<file path="config.mk">
export PLATFORM = sky130hd
export DESIGN_NAME = mbq_seq
export DESIGN_NICKNAME = d
export VERILOG_FILES = /design/src/mbq_pkg.sv /design/src/mbq_seq.sv
export SDC_FILE = /design/constraint.sdc
export NUM_CORES = 1
export LEC_CHECK = 0
export ABC_CLOCK_PERIOD_IN_PS = 4100
export BUFFER_PORTS_ARGS = -buffer_cell sky130_fd_sc_hd__buf_2
export CAP_MARGIN = 10
export CORE_AREA = 2 2 39 41
export CTS_BUF_LIST = sky130_fd_sc_hd__clkbuf_8
export CTS_CLUSTER_SIZE = 24
export DETAILED_ROUTE_END_ITERATION = 12
export DIE_AREA = 0 0 41 43
export SLEW_MARGIN = 20
export SYNTH_ARGS = -nofsm -noshare
export SYNTH_HDL_FRONTEND = slang
export SYNTH_SLANG_ARGS = --single-unit
export TNS_END_PERCENT = 1
</file>
<file path="constraint.sdc">
create_clock -name i_clk -period 4.1 [get_ports i_clk]
set_input_delay 1.23 -clock i_clk [delete_from_list [all_inputs] [get_ports i_clk]]
set_output_delay 1.23 -clock i_clk [all_outputs]
set_load 0.03 [all_outputs]
</file>
<file path="src/mbq_pkg.sv">
// Shared types, constants and arithmetic helpers for the multichannel biquad unit.
// No dependencies; every other file refers to this package by scoped names.
`default_nettype none
package mbq_pkg;

    localparam int LANES    = 8;
    localparam int CHANNELS = 8;
    localparam int SECTIONS = 5;
    localparam int MULS     = 5;

    typedef logic signed [15:0] t_sample;
    typedef logic signed [31:0] t_coef;
    typedef logic signed [39:0] t_word;
    typedef logic signed [47:0] t_prod;
    typedef logic signed [56:0] t_acc;
    typedef logic [2:0]         t_sec;
    typedef logic [2:0]         t_step;

    // configuration register indexes
    localparam logic CFG_NOTCH  = 1'b0;
    localparam logic CFG_ACTIVE = 1'b1;

    // section steps; steps 0..4 each start one multiply
    localparam t_step STEP_MUL_B0 = 3'd0;
    localparam t_step STEP_Y_B1   = 3'd1;
    localparam t_step STEP_ACC_A1 = 3'd2;
    localparam t_step STEP_SUB_B2 = 3'd3;
    localparam t_step STEP_W0_A2  = 3'd4;
    localparam t_step STEP_W1     = 3'd5;

    localparam t_sec SEC_LAST_NOTCH = t_sec'(SECTIONS - 1);
    localparam t_sec SEC_LAST_BAND  = t_sec'(SECTIONS - 2);

    localparam t_acc ROUND_Y = t_acc'(57'sd1 <<< 29);
    localparam t_acc ROUND_W = t_acc'(57'sd1 <<< 14);

    // per section, in step order: b0, b1, a1, b2, a2 (signed Q2.30)
    localparam t_coef C_COEF [SECTIONS][MULS] = '{
        '{ 32'sd1027080952, -32'sd2054161904, -32'sd2052132225,
           32'sd1027080952,  32'sd982447826 },
        '{ 32'sd1027080952, -32'sd2054161904, -32'sd2056191583,
           32'sd1027080952,  32'sd978392334 },
        '{ 32'sd221805083,   32'sd443610166,  -32'sd396775495,
           32'sd221805083,   32'sd210254002 },
        '{ 32'sd221805083,   32'sd443610166,  -32'sd210252177,
           32'sd221805083,   32'sd396777320 },
        '{ 32'sd1063672108, -32'sd1945371204, -32'sd1945371204,
           32'sd1063672108,  32'sd1053602393 }
    };

    // lane control from the sequencer
    typedef struct packed {
        logic  start;
        logic  run;
        t_sec  sec;
        t_step step;
    } t_lane_ctl;

    function automatic t_coef coef_of(input t_sec sec, input t_step step);
        t_coef c;
        c = '0;
        if (sec < t_sec'(SECTIONS) && step < t_step'(MULS)) begin
            c = C_COEF[sec][step];
        end
        return c;
    endfunction

    function automatic t_sample sat16(input logic signed [26:0] v);
        t_sample r;
        if (v > 27'sd32767) begin
            r = 16'sh7fff;
        end else if (v < -27'sd32768) begin
            r = 16'sh8000;
        end else begin
            r = v[15:0];
        end
        return r;
    endfunction

    function automatic t_word sat40(input logic signed [41:0] v);
        t_word r;
        if (v > 42'sh0_7f_ffff_ffff) begin
            r = {1'b0, {39{1'b1}}};
        end else if (v < -42'sh0_80_0000_0000) begin
            r = {1'b1, {39{1'b0}}};
        end else begin
            r = v[39:0];
        end
        return r;
    endfunction

    function automatic t_acc ext_prod(input t_prod p);
        return {{9{p[47]}}, p};
    endfunction

    function automatic t_acc ext_word(input t_word w);
        return {{2{w[39]}}, w, 15'b0};
    endfunction

endpackage
`default_nettype wire

</file>
<file path="src/mbq_seq.sv">
// Shared sequencer: walks all lanes in lockstep through sections and steps.
// Depends on mbq_pkg for the lane control struct and step codes.
`default_nettype none
module mbq_seq (
    input  wire logic         i_clk,
    input  wire logic         i_rst_n,
    input  wire logic         i_start,
    input  wire logic         i_notch,
    input  wire logic         i_out_free,
    output mbq_pkg::t_lane_ctl o_ctl,
    output logic              o_idle,
    output logic              o_done
);

    localparam logic [1:0] S_IDLE = 2'd0;
    localparam logic [1:0] S_RUN  = 2'd1;
    localparam logic [1:0] S_WAIT = 2'd2;

    logic [1:0]     r_state;
    logic [1:0]     n_state;
    mbq_pkg::t_sec  r_sec;
    mbq_pkg::t_sec  n_sec;
    mbq_pkg::t_step r_step;
    mbq_pkg::t_step n_step;
    mbq_pkg::t_sec  w_last;

    assign w_last = i_notch ? mbq_pkg::SEC_LAST_NOTCH : mbq_pkg::SEC_LAST_BAND;

    always_comb begin
        n_state = r_state;
        n_sec   = r_sec;
        n_step  = r_step;
        o_done  = 1'b0;
        unique case (r_state)
            S_IDLE: begin
                if (i_start) begin
                    n_state = S_RUN;
                    n_sec   = '0;
                    n_step  = mbq_pkg::STEP_MUL_B0;
                end
            end
            S_RUN: begin
                if (r_step == mbq_pkg::STEP_W1) begin
                    n_step = mbq_pkg::STEP_MUL_B0;
                    if (r_sec == w_last) begin
                        n_state = S_WAIT;
                    end else begin
                        n_sec = r_sec + 3'd1;
                    end
                end else begin
                    n_step = r_step + 3'd1;
                end
            end
            S_WAIT: begin
                // hold until the output register can take the result
                if (i_out_free) begin
                    o_done  = 1'b1;
                    n_state = S_IDLE;
                end
            end
            default: n_state = S_IDLE;
        endcase
    end

    always_ff @(posedge i_clk) begin
        if (!i_rst_n) begin
            r_state <= S_IDLE;
            r_sec   <= '0;
            r_step  <= mbq_pkg::STEP_MUL_B0;
        end else begin
            r_state <= n_state;
            r_sec   <= n_sec;
            r_step  <= n_step;
        end
    end

    assign o_idle      = (r_state == S_IDLE);
    assign o_ctl.start = i_start && (r_state == S_IDLE);
    assign o_ctl.run   = (r_state == S_RUN);
    assign o_ctl.sec   = r_sec;
    assign o_ctl.step  = r_step;

endmodule
`default_nettype wire

</file>
Word level (Yosys, flattened, before mapping)
Index checks and enable logic that the tools add are counted.
{ "word_totals": {"register_bits": 8, "input_bits": 5, "output_inout_bits": 10} }
{ "op_classes": {"n_addsub": 2, "eq_ne": 9, "muxes": 14, "n_reduce_logical": 6} }
{ "op_table": {"columns": ["cell", "n"], "rows": [
  ["$mux W3", 5],
  ["$pmux W3 S2", 2],
  ["$mux W2", 4],
  ["$reduce_and A4 Y1", 2],
  ["$add A3 B1 Y3 const B", 2],
  ["$ne A2 B2 Y1 const B", 3],
  ["$pmux W2 S3", 1],
  ["$ne A2 B1 Y1 const B", 2],
  ["$eq A3 B3 Y1", 1],
  ["$eq A3 B3 Y1 const B", 1],
  ["$eq A2 B1 Y1 const B", 1],
  ["$eq A2 B2 Y1 const B", 1],
  ["$logic_not A2 Y1", 1],
  ["$mux W1", 2],
  ["$reduce_and A2 Y1", 1],
  ["$reduce_bool A2 Y1", 1],
  ["$logic_and A1 B1 Y1", 1]
]} }

Depth between registers and ports, before layout
{ "logic_depth": {"depth_word": 5, "ltp_mapped": 5, "mapped_depth_nobuf": 5} }

Worst setup path before layout
No wires, ideal clock.
{ "synth_path": {"path_type": "input to output", "startpoint": "input i_start", "endpoint": "output o_ctl[7] (netlist bit)", "t_arrival_ps": 1743, "t_required_ps": 2870, "slack_ps": 1127, "path_stages": 1, "path_buffers": 0, "path_cell_list": "nor3b_2"} }
{ "synth_between": {"elab_chain_len": 1} }
{ "synth_lines": {"columns": ["item", "line_no", "rtl"], "rows": [
  ["from (decl)", "mbq_seq.sv:7", "input wire logic i_start,"],
  ["$logic_and A1 B1 Y1", "mbq_seq.sv:78", "assign o_ctl.start = i_start && (r_state == S_IDLE);"],
  ["to (decl)", "mbq_seq.sv:10", "output mbq_pkg::t_lane_ctl o_ctl,"]
]} }
No other way between the ends.

==> key figures <==
Final layout
  – Storage cell area: 160 um2
  – Nets: 69
  – Post-route insts no fill: 77
  – Most frequent cells in the layout: buf_2, dfxtp_1, nor2_1
  – Share of cells above drive strength 1: 39.3%
  – Diode count: 0
  – Fill cell count: 143
  – Area grow syn2layout: 27.1%
  – Commonest non-fill, non-tap cell in the layout: buf_2
  – Multi-input logic area: 277 um2
  – Layout Utilization: 41.6%

Global routing
  – Most used routing layer: met1
  – Overflow after GRT: 0
  – GRT Resource Usage Total: 12.3%
  – Largest net degree at the start of global routing: 13
  – Grt met3 use: 3.14%
  – First-pass GRT wire length: 1.38 mm
  – Initial antenna violation count: 0
  – Met1 GRT Util: 15.8%
  – Vias in the first global route: 339
  – Met2 track demand over resource: 14.4%

Drt
  – Total number of vias: 397
  – Total Wirelength: 852 um
  – Initial DRC count: 3
  – First drt pass iteration count: 4
  – Wirelength per Cell: 11.1 um
  – DRT antenna net count: 0
  – DRC Markers: 0
  – Drt via density: 5.16

Setup path
  – Crit-path cells: buf_2 > nor3b_2 > buf_2
  – Crit path DAT: 1820 ps
  – CP max stage delay: 250 ps
  – Worst Setup End Kind: output port
  – CP max FO: 3
  – CP max stage cell: nor3b_2
  – Worst r2r src: r_sec[1]
  – CP Buf/Inv Count: 2
  – Crit. Startpoint: i_start
  – Setup Crit Path Kind: in -> out
  – Crit path required time: 2870 ps
  – Critical Path Source Type: input pin
  – Crit-path leading delay family: buffers and inverters
  – CP most frequent cell: buf_2

CTS
  – CTS buffer count: 3
  – TritonCTS Sinks: 8
  – Hold_buf cts: 0
  – H-tree levels: 1
  – Clock Pin Slew Worst Setup and Hold Paths: 40 ps
  – Worst skew pair latency: 230 ps
  – Gates resized, CTS repair: 0
  – Clock Root Buffer: clkbuf_8
  – Maximum clock path buffer count: 2
  – Postcts setup bufs: 0
  – CTS tree: built

Die
  – Die width: 41 um
  – FP Rows: 14
  – Die height: 43 um
  – Die Area: 1760 um2
  – # IOs: 15
  – Starting Density: 32.7%
  – Core area: 1380 um2

Synthesis
  – Syn Nets: 51
  – Synth warnings: 0
  – Sequential fraction of the synthesis area: 35.4%
  – Synth Cell Area: 453 um2
  – Post-Syn Instances: 45
  – Post-synth cell types: 30
  – #FFs+latches synth: 8
  – Syn Area/Cell: 10.1 um2

Timing
  – RSZ-0062 raised after global routing: no
  – Fin Clk Skew: 1.54 ps
  – # setup viols final: 0
  – Setup TNS: 0 ps
  – Max-slew headroom at the worst pin: 80.1%
  – Final hold violation count: 0
  – Worst-Margin Slew: 298 ps
  – Fmax: 0.328 GHz
  – Tcrit/Tclk final: 74.3%
  – Max-slew violations: 0
  – Final worst setup slack: 1050 ps
  – Fin crit period: 3050 ps

Placed design
  – IO buf count: 14
  – Final GP Congestion: 0.717
  – Cells after DPL: 74
  – Post-Place Worst Slack: 1050 ps
  – HPWL after DPL: 630 um

Power and ir drop
  – Maximum vdd drop: 0.227 mV
  – Power per standard cell area: 342 nW/um2
  – Leakage: 0.274 nW

Hold path
  – HP Class: reg -> reg
  – Critical hold path startpoint: r_step[1]

Flow run
  – Max-cap violations: 0

Outcome
  – Run status: complete, no violations
synthesized netlist by cell type, drive strengths merged:
cell type	n	area, um2
a21oi	1	5.00
dfxtp	8	160
o21ai	2	10.0
a311o	1	10.0
a22oi	1	7.51
and2	1	6.26
nand2b	2	12.5
o21bai	1	7.51
nand2	1	3.75
a31o	1	8.76
ha	1	12.5
nor2	5	21.3
nand4b	2	17.5
nor4	1	21.3
or4b	1	10.0
and4bb	2	28.8
dlygate4sd1	1	8.76
a21boi	2	15.0
o22ai	1	6.26
mux2i	1	10.0
and4b	2	21.3
nor3b	2	20.0
and3b	1	10.0
nor2b	1	6.26
nand3	1	5.00
inv	2	7.51
metal layers:
metal  up-vias  share of wire (%)
li1        206                  -
met1       178                 50
met2         9                 41
met3         4                4.2
met4         0                3.9
met5         -                  0
power breakdown:
| group | switching [mW] | internal (mW) | leakage [nW] |
|---|---|---|---|
| Sequential | 0.00238 | 0.0800 | 0.0650 |
| Combinational | 0.0144 | 0.00780 | 0.187 |
| Clock | 0.0291 | 0.0634 | 0.0216 |
kinds of logic (layout without fill, tap and decap cells):
family | after synthesis | in the layout | synth area share, %
compound gates | 10 | 10 | 15.5
simple gates | 22 | 22 | 40.6
mux | 1 | 1 | 2.21
buf+inv | 3 | 19 | 3.59
fa+ha+maj | 1 | 1 | 2.76
flops | 8 | 8 | 35.4
layout make-up:
cell class                      count  area share, %
Timing Repair Buffer               14           12.2
Clock buffer                        3           7.17
Tap cell                           16           3.48
Multi-Input combinational cell     34           48.0
Inverter                            2           1.30
Sequential cell                     8           27.8
flip-flops by register name, summed over array words and instances, names as in the netlist:
register  flops
r_sec         3
r_step        3
r_state       2
per-stage QoR:
stage                     hold slack (ps)  area, um2  power [mW]
after global placement                501        534       0.106
after CTS                             516        576       0.200
final                                 510        576       0.197
after floorplan                       567        453      0.0991
after detailed placement              510        534       0.106
after global routing                  554        576       0.206
path summary, 6_finish.rpt:
kind                            slack (ps)        end  cells after the start
worst max-delay path                  1050   o_ctl[7]                      3
worst min-delay path                   510  r_step[1]                      2
worst max register to register        2630   r_sec[2]                      4
worst min register to register         510  r_step[1]                      2
worst min-delay path: cells and delay by family, from the launching register on:
family          cells  cell delay [ps]
compound gates      2              140
flops               1              330
Note: power is estimated with default switching activity, not from simulation.
