===== src/mbq_pkg.sv =====
// Shared types, constants and arithmetic helpers for the multichannel biquad unit.
// No dependencies; every other file refers to this package by scoped names.
`default_nettype none
package mbq_pkg;

    localparam int LANES    = 8;
    localparam int CHANNELS = 8;
    localparam int SECTIONS = 5;
    localparam int MULS     = 5;

    typedef logic signed [15:0] t_sample;
    typedef logic signed [31:0] t_coef;
    typedef logic signed [39:0] t_word;
    typedef logic signed [47:0] t_prod;
    typedef logic signed [56:0] t_acc;
    typedef logic [2:0]         t_sec;
    typedef logic [2:0]         t_step;

    // configuration register indexes
    localparam logic CFG_NOTCH  = 1'b0;
    localparam logic CFG_ACTIVE = 1'b1;

    // section steps; steps 0..4 each start one multiply
    localparam t_step STEP_MUL_B0 = 3'd0;
    localparam t_step STEP_Y_B1   = 3'd1;
    localparam t_step STEP_ACC_A1 = 3'd2;
    localparam t_step STEP_SUB_B2 = 3'd3;
    localparam t_step STEP_W0_A2  = 3'd4;
    localparam t_step STEP_W1     = 3'd5;

    localparam t_sec SEC_LAST_NOTCH = t_sec'(SECTIONS - 1);
    localparam t_sec SEC_LAST_BAND  = t_sec'(SECTIONS - 2);

    localparam t_acc ROUND_Y = t_acc'(57'sd1 <<< 29);
    localparam t_acc ROUND_W = t_acc'(57'sd1 <<< 14);

    // per section, in step order: b0, b1, a1, b2, a2 (signed Q2.30)
    localparam t_coef C_COEF [SECTIONS][MULS] = '{
        '{ 32'sd1027080952, -32'sd2054161904, -32'sd2052132225,
           32'sd1027080952,  32'sd982447826 },
        '{ 32'sd1027080952, -32'sd2054161904, -32'sd2056191583,
           32'sd1027080952,  32'sd978392334 },
        '{ 32'sd221805083,   32'sd443610166,  -32'sd396775495,
           32'sd221805083,   32'sd210254002 },
        '{ 32'sd221805083,   32'sd443610166,  -32'sd210252177,
           32'sd221805083,   32'sd396777320 },
        '{ 32'sd1063672108, -32'sd1945371204, -32'sd1945371204,
           32'sd1063672108,  32'sd1053602393 }
    };

    // lane control from the sequencer
    typedef struct packed {
        logic  start;
        logic  run;
        t_sec  sec;
        t_step step;
    } t_lane_ctl;

    function automatic t_coef coef_of(input t_sec sec, input t_step step);
        t_coef c;
        c = '0;
        if (sec < t_sec'(SECTIONS) && step < t_step'(MULS)) begin
            c = C_COEF[sec][step];
        end
        return c;
    endfunction

    function automatic t_sample sat16(input logic signed [26:0] v);
        t_sample r;
        if (v > 27'sd32767) begin
            r = 16'sh7fff;
        end else if (v < -27'sd32768) begin
            r = 16'sh8000;
        end else begin
            r = v[15:0];
        end
        return r;
    endfunction

    function automatic t_word sat40(input logic signed [41:0] v);
        t_word r;
        if (v > 42'sh0_7f_ffff_ffff) begin
            r = {1'b0, {39{1'b1}}};
        end else if (v < -42'sh0_80_0000_0000) begin
            r = {1'b1, {39{1'b0}}};
        end else begin
            r = v[39:0];
        end
        return r;
    endfunction

    function automatic t_acc ext_prod(input t_prod p);
        return {{9{p[47]}}, p};
    endfunction

    function automatic t_acc ext_word(input t_word w);
        return {{2{w[39]}}, w, 15'b0};
    endfunction

endpackage
`default_nettype wire


===== src/mbq_lane.sv =====
// One channel lane: a single 32x16 multiplier shared over the five biquad sections.
// Depends on mbq_pkg; stepped by mbq_seq through a t_lane_ctl struct.
`default_nettype none
module mbq_lane (
    input  wire logic               i_clk,
    input  wire logic               i_rst_n,
    input  wire mbq_pkg::t_lane_ctl i_ctl,
    input  wire mbq_pkg::t_sample   i_sample,
    input  wire logic               i_active,
    output mbq_pkg::t_sample        o_result
);

    logic             r_en;
    mbq_pkg::t_sample r_x;
    mbq_pkg::t_sample r_y;
    mbq_pkg::t_prod   r_prod;
    mbq_pkg::t_acc    r_acc;
    mbq_pkg::t_word   r_w0 [mbq_pkg::SECTIONS];
    mbq_pkg::t_word   r_w1 [mbq_pkg::SECTIONS];

    mbq_pkg::t_coef   w_coef;
    mbq_pkg::t_sample w_opnd;
    mbq_pkg::t_prod   w_prod;
    mbq_pkg::t_acc    w_sum_y;
    mbq_pkg::t_acc    w_sum_w0;
    mbq_pkg::t_acc    w_sum_w1;
    mbq_pkg::t_sample w_y;
    mbq_pkg::t_word   w_w0;
    mbq_pkg::t_word   w_w1;

    always_comb begin
        w_coef = mbq_pkg::coef_of(i_ctl.sec, i_ctl.step);
        w_opnd = (i_ctl.step == mbq_pkg::STEP_ACC_A1 || i_ctl.step == mbq_pkg::STEP_W0_A2)
               ? r_y : r_x;
        w_prod = w_coef * w_opnd;

        w_sum_y  = mbq_pkg::ext_prod(r_prod) + mbq_pkg::ext_word(r_w0[i_ctl.sec])
                 + mbq_pkg::ROUND_Y;
        w_y      = mbq_pkg::sat16(w_sum_y[56:30]);
        w_sum_w0 = r_acc + mbq_pkg::ROUND_W;
        w_w0     = mbq_pkg::sat40(w_sum_w0[56:15]);
        w_sum_w1 = r_acc - mbq_pkg::ext_prod(r_prod) + mbq_pkg::ROUND_W;
        w_w1     = mbq_pkg::sat40(w_sum_w1[56:15]);
    end

    always_ff @(posedge i_clk) begin
        if (!i_rst_n) begin
            r_en <= 1'b0;
        end else if (i_ctl.start) begin
            r_en <= i_active;
        end
    end

    // delay words: cleared at reset, held by inactive lanes
    always_ff @(posedge i_clk) begin
        if (!i_rst_n) begin
            for (int s = 0; s < mbq_pkg::SECTIONS; s++) begin
                r_w0[s] <= '0;
                r_w1[s] <= '0;
            end
        end else if (i_ctl.run && r_en) begin
            if (i_ctl.step == mbq_pkg::STEP_W0_A2) begin
                r_w0[i_ctl.sec] <= w_w0;
            end
            if (i_ctl.step == mbq_pkg::STEP_W1) begin
                r_w1[i_ctl.sec] <= w_w1;
            end
        end
    end

    always_ff @(posedge i_clk) begin
        if (i_ctl.start) begin
            r_x <= i_sample;
        end else if (i_ctl.run) begin
            r_prod <= w_prod;
            case (i_ctl.step)
                mbq_pkg::STEP_Y_B1:   r_y   <= w_y;
                mbq_pkg::STEP_ACC_A1: r_acc <= mbq_pkg::ext_prod(r_prod)
                                             + mbq_pkg::ext_word(r_w1[i_ctl.sec]);
                mbq_pkg::STEP_SUB_B2: r_acc <= r_acc - mbq_pkg::ext_prod(r_prod);
                mbq_pkg::STEP_W0_A2:  r_acc <= mbq_pkg::ext_prod(r_prod);
                // section output feeds the next section
                mbq_pkg::STEP_W1:     r_x   <= r_y;
                default: ;
            endcase
        end
    end

    assign o_result = r_en ? r_x : '0;

endmodule
`default_nettype wire


===== config.mk =====
export PLATFORM = sky130hd
export DESIGN_NAME = mbq_lane
export DESIGN_NICKNAME = d
export VERILOG_FILES = /design/src/mbq_pkg.sv /design/src/mbq_lane.sv
export SDC_FILE = /design/constraint.sdc
export NUM_CORES = 2
export LEC_CHECK = 0
export BUFFER_PORTS_ARGS = -buffer_cell sky130_fd_sc_hd__buf_4
export CORE_UTILIZATION = 50
export CTS_CLUSTER_SIZE = 14
export DETAILED_ROUTE_END_ITERATION = 6
export PLACE_DENSITY_LB_ADDON = 0.3
export SYNTH_ARGS = -nofsm -noshare
export SYNTH_HDL_FRONTEND = slang
export SYNTH_SLANG_ARGS = --single-unit
export TNS_END_PERCENT = 30

===== constraint.sdc =====
create_clock -name i_clk -period 15.2 [get_ports i_clk]
set_input_delay 3.04 -clock i_clk [delete_from_list [all_inputs] [get_ports i_clk]]
set_output_delay 3.04 -clock i_clk [all_outputs]
set_load 0.01 [all_outputs]

# After elaboration in Yosys (flattened, before gate mapping)
# Memories as Yosys holds them, arrays and structs flattened.
# Index checks and enable logic that the tools add are counted.
[op_classes]
n_addsub = 6
div_mod_pow = 0
eq_ne = 5
muxes = 32
magnitude_cmp = 10
bitwise = 3
mul = 1
n_reduce_logical = 12
shift = 0
[ops]
columns = ["operator", "n"]
rows = [
  ["$mux W160", 2],
  ["$mux W40", 6],
  ["$pmux W57 S3", 1],
  ["$add A57 B16 Y57 const B", 2],
  ["$add A48 B55 Y56", 2],
  ["$bmux W32 S3", 1],
  ["$mux W16", 6],
  ["$mux W32", 3],
  ["$gt A42 B40 Y1 const B", 2],
  ["$lt A42 B40 Y1 const B", 2],
  ["$reduce_or A40 Y1", 2],
  ["$add A56 B31 Y57 const B", 1],
  ["$sub A57 B48 Y57", 1],
  ["$mul A32 B16 Y48", 1],
  ["$gt A27 B16 Y1 const B", 1],
  ["$lt A27 B16 Y1 const B", 1],
  ["$mux W1", 11],
  ["$ge A4 B4 Y1 const B", 2],
  ["$not A3 Y4", 2],
  ["$eq A3 B2 Y1 const B", 2],
  ["$eq A3 B3 Y1 const B", 2],
  ["$lt A3 B3 Y1 const B", 2],
  ["$mux W3", 2],
  ["$reduce_and A3 Y1", 2],
  ["7 further kinds", 10],
]
[totals]
ramBits = 400
regBits = 138
latch_bits = 0
mem_bits_ro = 1280
n_memories = 3
[mem_list]
columns = ["name", "words", "width", "rd", "rd_clocked_by_memory_dff", "write_ports", "line_no", "rtl"]
rows = [
  ["(name not given)", 8, 160, 1, 0, 0, "mbq_pkg.sv:63", "c = C_COEF[sec][step];"],
  ["r_w0", 5, 40, 1, 0, 5, "mbq_lane.sv:18", "mbq_pkg::t_word r_w0 [mbq_pkg::SECTIONS];"],
  ["r_w1", 5, 40, 1, 0, 5, "mbq_lane.sv:19", "mbq_pkg::t_word r_w1 [mbq_pkg::SECTIONS];"],
]

# Depth between registers and ports, before layout
[logic_depth]
word_depth = 9
ltp_mapped = 38

# Worst setup path after synthesis
# Ideal clock, no wire load.
[synth_timing]
kind = "input-to-reg"
startpoint = "in i_ctl[4] (netlist bit)"
endpoint = "reg r_prod[46], data pin"
path_buffers = 3
stages = 36
required_time_ns = 14.936
path_slack_ns = 3.725
t_arrival_ns = 11.211
path_cell_list = "clkbuf_1 -> inv_1 -> clkbuf_1 -> buf_1 -> ha_1 -> inv_1 -> o21ai_0 -> a21oi_1 -> nor3_1 -> nor3_1 -> nor2_1 -> fa_1 -> inv_1 -> fa_1 -> fa_1 -> fa_1 -> inv_1 -> fa_1 -> inv_1 -> fa_1 -> inv_1 -> ha_1 -> a21o_1 -> a21o_1 -> a311oi_1 -> o21ai_0 -> a31oi_1 -> o22ai_1 -> o21ai_0 -> a2111oi_0 -> nor2_1 -> nand3b_1 -> a31oi_1 -> o21ai_0 -> a221oi_1 -> xnor2_1"
[synth_between]
elab_chain_len = 9
elab_cells_between_ends = 11
classes_between = "1 x mul; 1 x order compare; 6 x mux; 1 x bitwise; 1 x reduce/logical; 1 x memory"
[synth_lines]
columns = ["element", "line_no", "rtl"]
rows = [
  ["start, declared", "mbq_lane.sv:7", "input wire mbq_pkg::t_lane_ctl i_ctl,"],
  ["$not A3 Y4 (not written as such)", "mbq_pkg.sv:63", ""],
  ["$mem_v2 Z8 W160", "--", ""],
  ["$mux W160 (not written as such) (2 in a row)", "mbq_pkg.sv:63", ""],
  ["$bmux W32 S3", "mbq_pkg.sv:63", ""],
  ["$mux W32 (not written as such) (2 in a row)", "mbq_pkg.sv:63", ""],
  ["$mux W32 *", "mbq_pkg.sv:62", "if (sec < t_sec'(SECTIONS) && step < t_step'(MULS)) begin"],
  ["$mul A32 B16 Y48 *", "mbq_lane.sv:35", "w_prod = w_coef * w_opnd;"],
  ["named net w_prod[46]", "mbq_lane.sv:23", "mbq_pkg::t_prod w_prod;"],
  ["end signal, assigned", "mbq_lane.sv:75", "r_prod <= w_prod;"],
  ["end, declared", "mbq_lane.sv:16", "mbq_pkg::t_prod r_prod;"],
]
# The timed path passes the listed nets; every way through them passes the cells marked *. The select of a mux whose other input is x is not followed.
# A chain may end at the register's enable or synchronous reset.

# Worst setup path after layout
# Same ends and word-level chain as after synthesis.

==> impl_metrics.yaml <==
die:
  die_w_um: 346.1
  dieHeight_um: 346.1
  rows: 125
  core_area_um2: 116800
  ioPinCount: 43
  die_area_um2: 119800
  initial_core_util_pct: 50.68
clock_tree:
  post_cts_resized: 0
  postCtsHoldBufs: 0
  clockRootBuffer: "clkbuf_16"
  cts_tree: "done"
  postCtsSetupBuffers: 0
  clk_pin_slew_worst_paths_ps: 60
  clock_path_buffers: 3
  cts.sinks: 778
  htreeDepth: 3
  clk_latency_ps: 690
  cts_buffers: 84
min_path:
  hold_start: "r_prod[5]$_DFFE_PP_"
  hp-class: "reg -> reg"
  holdPathEnd: "r_acc[5]$_DFFE_PP_"
  min_path_cells: 2
sta:
  rsz0062_at_grt: "no"
  hold_viol: 0
  worst_hold_slack_ps: 557.8
  clock_skew_ps: 64.95
  maxSlewHeadroom_pct: 10.89
  tns_ps: 0
  fmax_mhz: 77.38
  setup_viol: 0
  drv_slew: 0
  fin_ws_ps: 2277
  min_period_ps: 12920
  worst_slew_pin_slew_ps: 1329
  fin_crit_sh_pct: 85.02
run:
  maxCapViolCount: 0
yosys:
  synth_compound_area_share_pct: 14.00
  synth_cell_type_count: 99
  synthCells: 5749
  synth-edff-count: 777
  synthSimpleGateAreaFrac_pct: 12.24
  syn_nets: 6560
  avgSynthCellArea_um2: 10.30
  synth-adder-area-share_pct: 22.75
  synth_top_family_by_area: "adder cells"
  async_flop_share_pct: 0
  synthXorXnorAreaFrac_pct: 3.428
  synth_ff_type: "edfxtp_1"
  ys_warn_count: 0
  synth_mux_area_share_pct: 1.741
  synth_area_leader_cell: "edfxtp_1"
  synth.top_cell.area_share_pct: 39.41
  synth_area_leaders: "edfxtp_1 39%, fa_1 16%, ha_1 6.3%"
  ys_ff_latch: 778
  ys_seq_area_share_pct: 39.44
  syn_area_um2: 59210
pwr:
  power_frac_clock_pct: 14.2
  comb_power_share_pct: 63.7
  power_switching_mw: 7.023
  swShare_pct: 48.87
  p_int_mw: 7.347
  p_total_mw: 14.37
  ir_drop_mv: 0.2891
  p_leak_nw: 26.60
  p_seq_share_pct: 22.1
  power_density_nw_per_um2: 224.2
setup_path:
  arrival_ps: 13340
  slowest_delay_ps: 940
  required_ps: 15620
  r2r-end: "r_prod[46]$_DFFE_PP_"
  rrSetupSlack_ps: 5850
  path_max_fanout: 47
  start_kind: "input pin"
  critical-path-slowest-cell: "nor3_1"
  worstSetupEndpointType: "register"
  worst-r2r-cell-count: 28
  r2r_start: "r_y[6]$_SDFFCE_PN1P_"
  critPathKind: "in -> reg"
place:
  dpl.hpwl_um: 138400
  pre_cts_slack_ps: 1896
  gp_congestion: 1.002
  io_buffers: 42
  place_area_um2: 61400
  dp_cells: 7142
global_route:
  antenna_found_initial: 6
  grt_overflow_total: 0
  grt_pass1_wl_um: 291000
  grt_pass1_vias: 45250
  grt_max_degree: 103
  grt_usage_pct: 32.66
routing:
  finalWirelength_um: 195800
  dr.pass1.iters: 6
  viasPerCell: 6.261
  dr.first_iter.drc_count: 4980
  vias: 45670
  routedWlPerCell_um: 26.84
  drc: 0
  ant_nets: 0
layout:
  drive_gt1_share_pct: 7.178
  multi_input_area_um2: 32330
  design_area_um2: 64090
  register_area_um2: 23350
  final_util_pct: 54.86
  fillers: 10130
  syn2layout_area_growth_pct: 8.248
  nNetsFinal: 6515
  stdcell_count: 7295
run_status:
  status: "finished, final reports clean"
==> power groups by stage <==
stage          sequential [mW]  clock (mW)  combinational [mW]
3_3_place_gp              3.21           0                8.87
5_1_grt                   3.18        2.13                10.1
4_1_cts                   3.17        2.05                9.05
2_1_floorplan             3.11           0                6.43
3_5_place_dp              3.21           0                8.95
6_report                  3.17        2.04                9.15
==> metal layers <==
metal	global-route usage [%]	part of all wire, %	vias to the layer above
met1	43.24	39	22790
met3	6.274	9.7	485
met4	16.37	5.6	4
met2	51.41	46	2454
met5	0	0.014	-
li1	-	-	19940
==> worst max-delay path, delay by kind of cell <==
| kind | cells | cell delay [ps] |
|---|---|---|
| adders and majority gates | 8 | 3940 |
| AOI/OAI and AO/OA | 13 | 3320 |
| buffers and inverters | 7 | 1350 |
| and+or+nand+nor | 5 | 1500 |
| xor gates and xnor gates | 1 | 100 |
==> Yosys cell counts, types with 34 or more instances <==
cell type	number
a21o_1	103
a21oi_1	293
a221oi_1	41
a22oi_1	242
and2_1	44
and3_1	47
clkbuf_1	211
edfxtp_1	777
fa_1	488
ha_1	296
inv_1	706
mux2_2	42
mux2i_1	40
nand2_1	454
nand2b_1	34
nand3_1	103
nand4_1	76
nor2_1	722
nor3_1	56
o21a_1	56
o21ai_0	166
o22ai_1	71
xnor2_1	142
xor2_1	86
==> cells by family (layout without fill, tap and decap cells) <==
group / count (synthesis) / after routing
and+or+nand+nor: 1644 / 1644
xor gates and xnor gates: 230 / 230
AOI/OAI and AO/OA: 1235 / 1235
adders and majority gates: 784 / 784
muxes: 89 / 89
other: 0 / 3
buffers and inverters: 989 / 1008
DFF: 778 / 778
==> cells in the final DEF, fill, tap and decap left out, types with 142 or more instances in the layout <==
cell type,n
xnor2_1,142
ha_1,296
nand2_1,438
buf_4,147
o21ai_0,166
inv_1,705
nor2_1,708
a21oi_1,292
fa_1,488
a22oi_1,242
edfxtp_1,777
==> worst max-delay path by stage <==
stage | startpoint | to | slack, ps
after global placement | i_ctl[4] | r_prod[46]$_DFFE_PP_ | 2040
after floorplan | i_ctl[4] | r_prod[46]$_DFFE_PP_ | 3730
final | i_ctl[4] | r_prod[46]$_DFFE_PP_ | 2280
after global routing | i_ctl[4] | r_prod[46]$_DFFE_PP_ | 1740
after detailed placement | i_ctl[4] | r_prod[46]$_DFFE_PP_ | 1900
after CTS | i_ctl[4] | r_prod[46]$_DFFE_PP_ | 2570
==> cell type report <==
type                            count  share of cell area, %
Antenna cell                        3                0.01171
Clock buffer                      102                  3.418
Clock inverter                     48                 0.7769
Inverter                          709                  4.152
Multi-Input combinational cell   3982                  50.45
Sequential cell                   778                  36.43
Tap cell                         1524                  2.975
Timing Repair Buffer              149                  1.784
==> registers in the layout, indices dropped and copies added, names as in the netlist <==
| name | count |
|---|---|
| r_acc | 57 |
| r_en | 1 |
| r_prod | 48 |
| r_w0 | 320 |
| r_w1 | 320 |
| r_x | 16 |
| r_y | 16 |
Note: power is estimated with default switching activity, not from simulation.
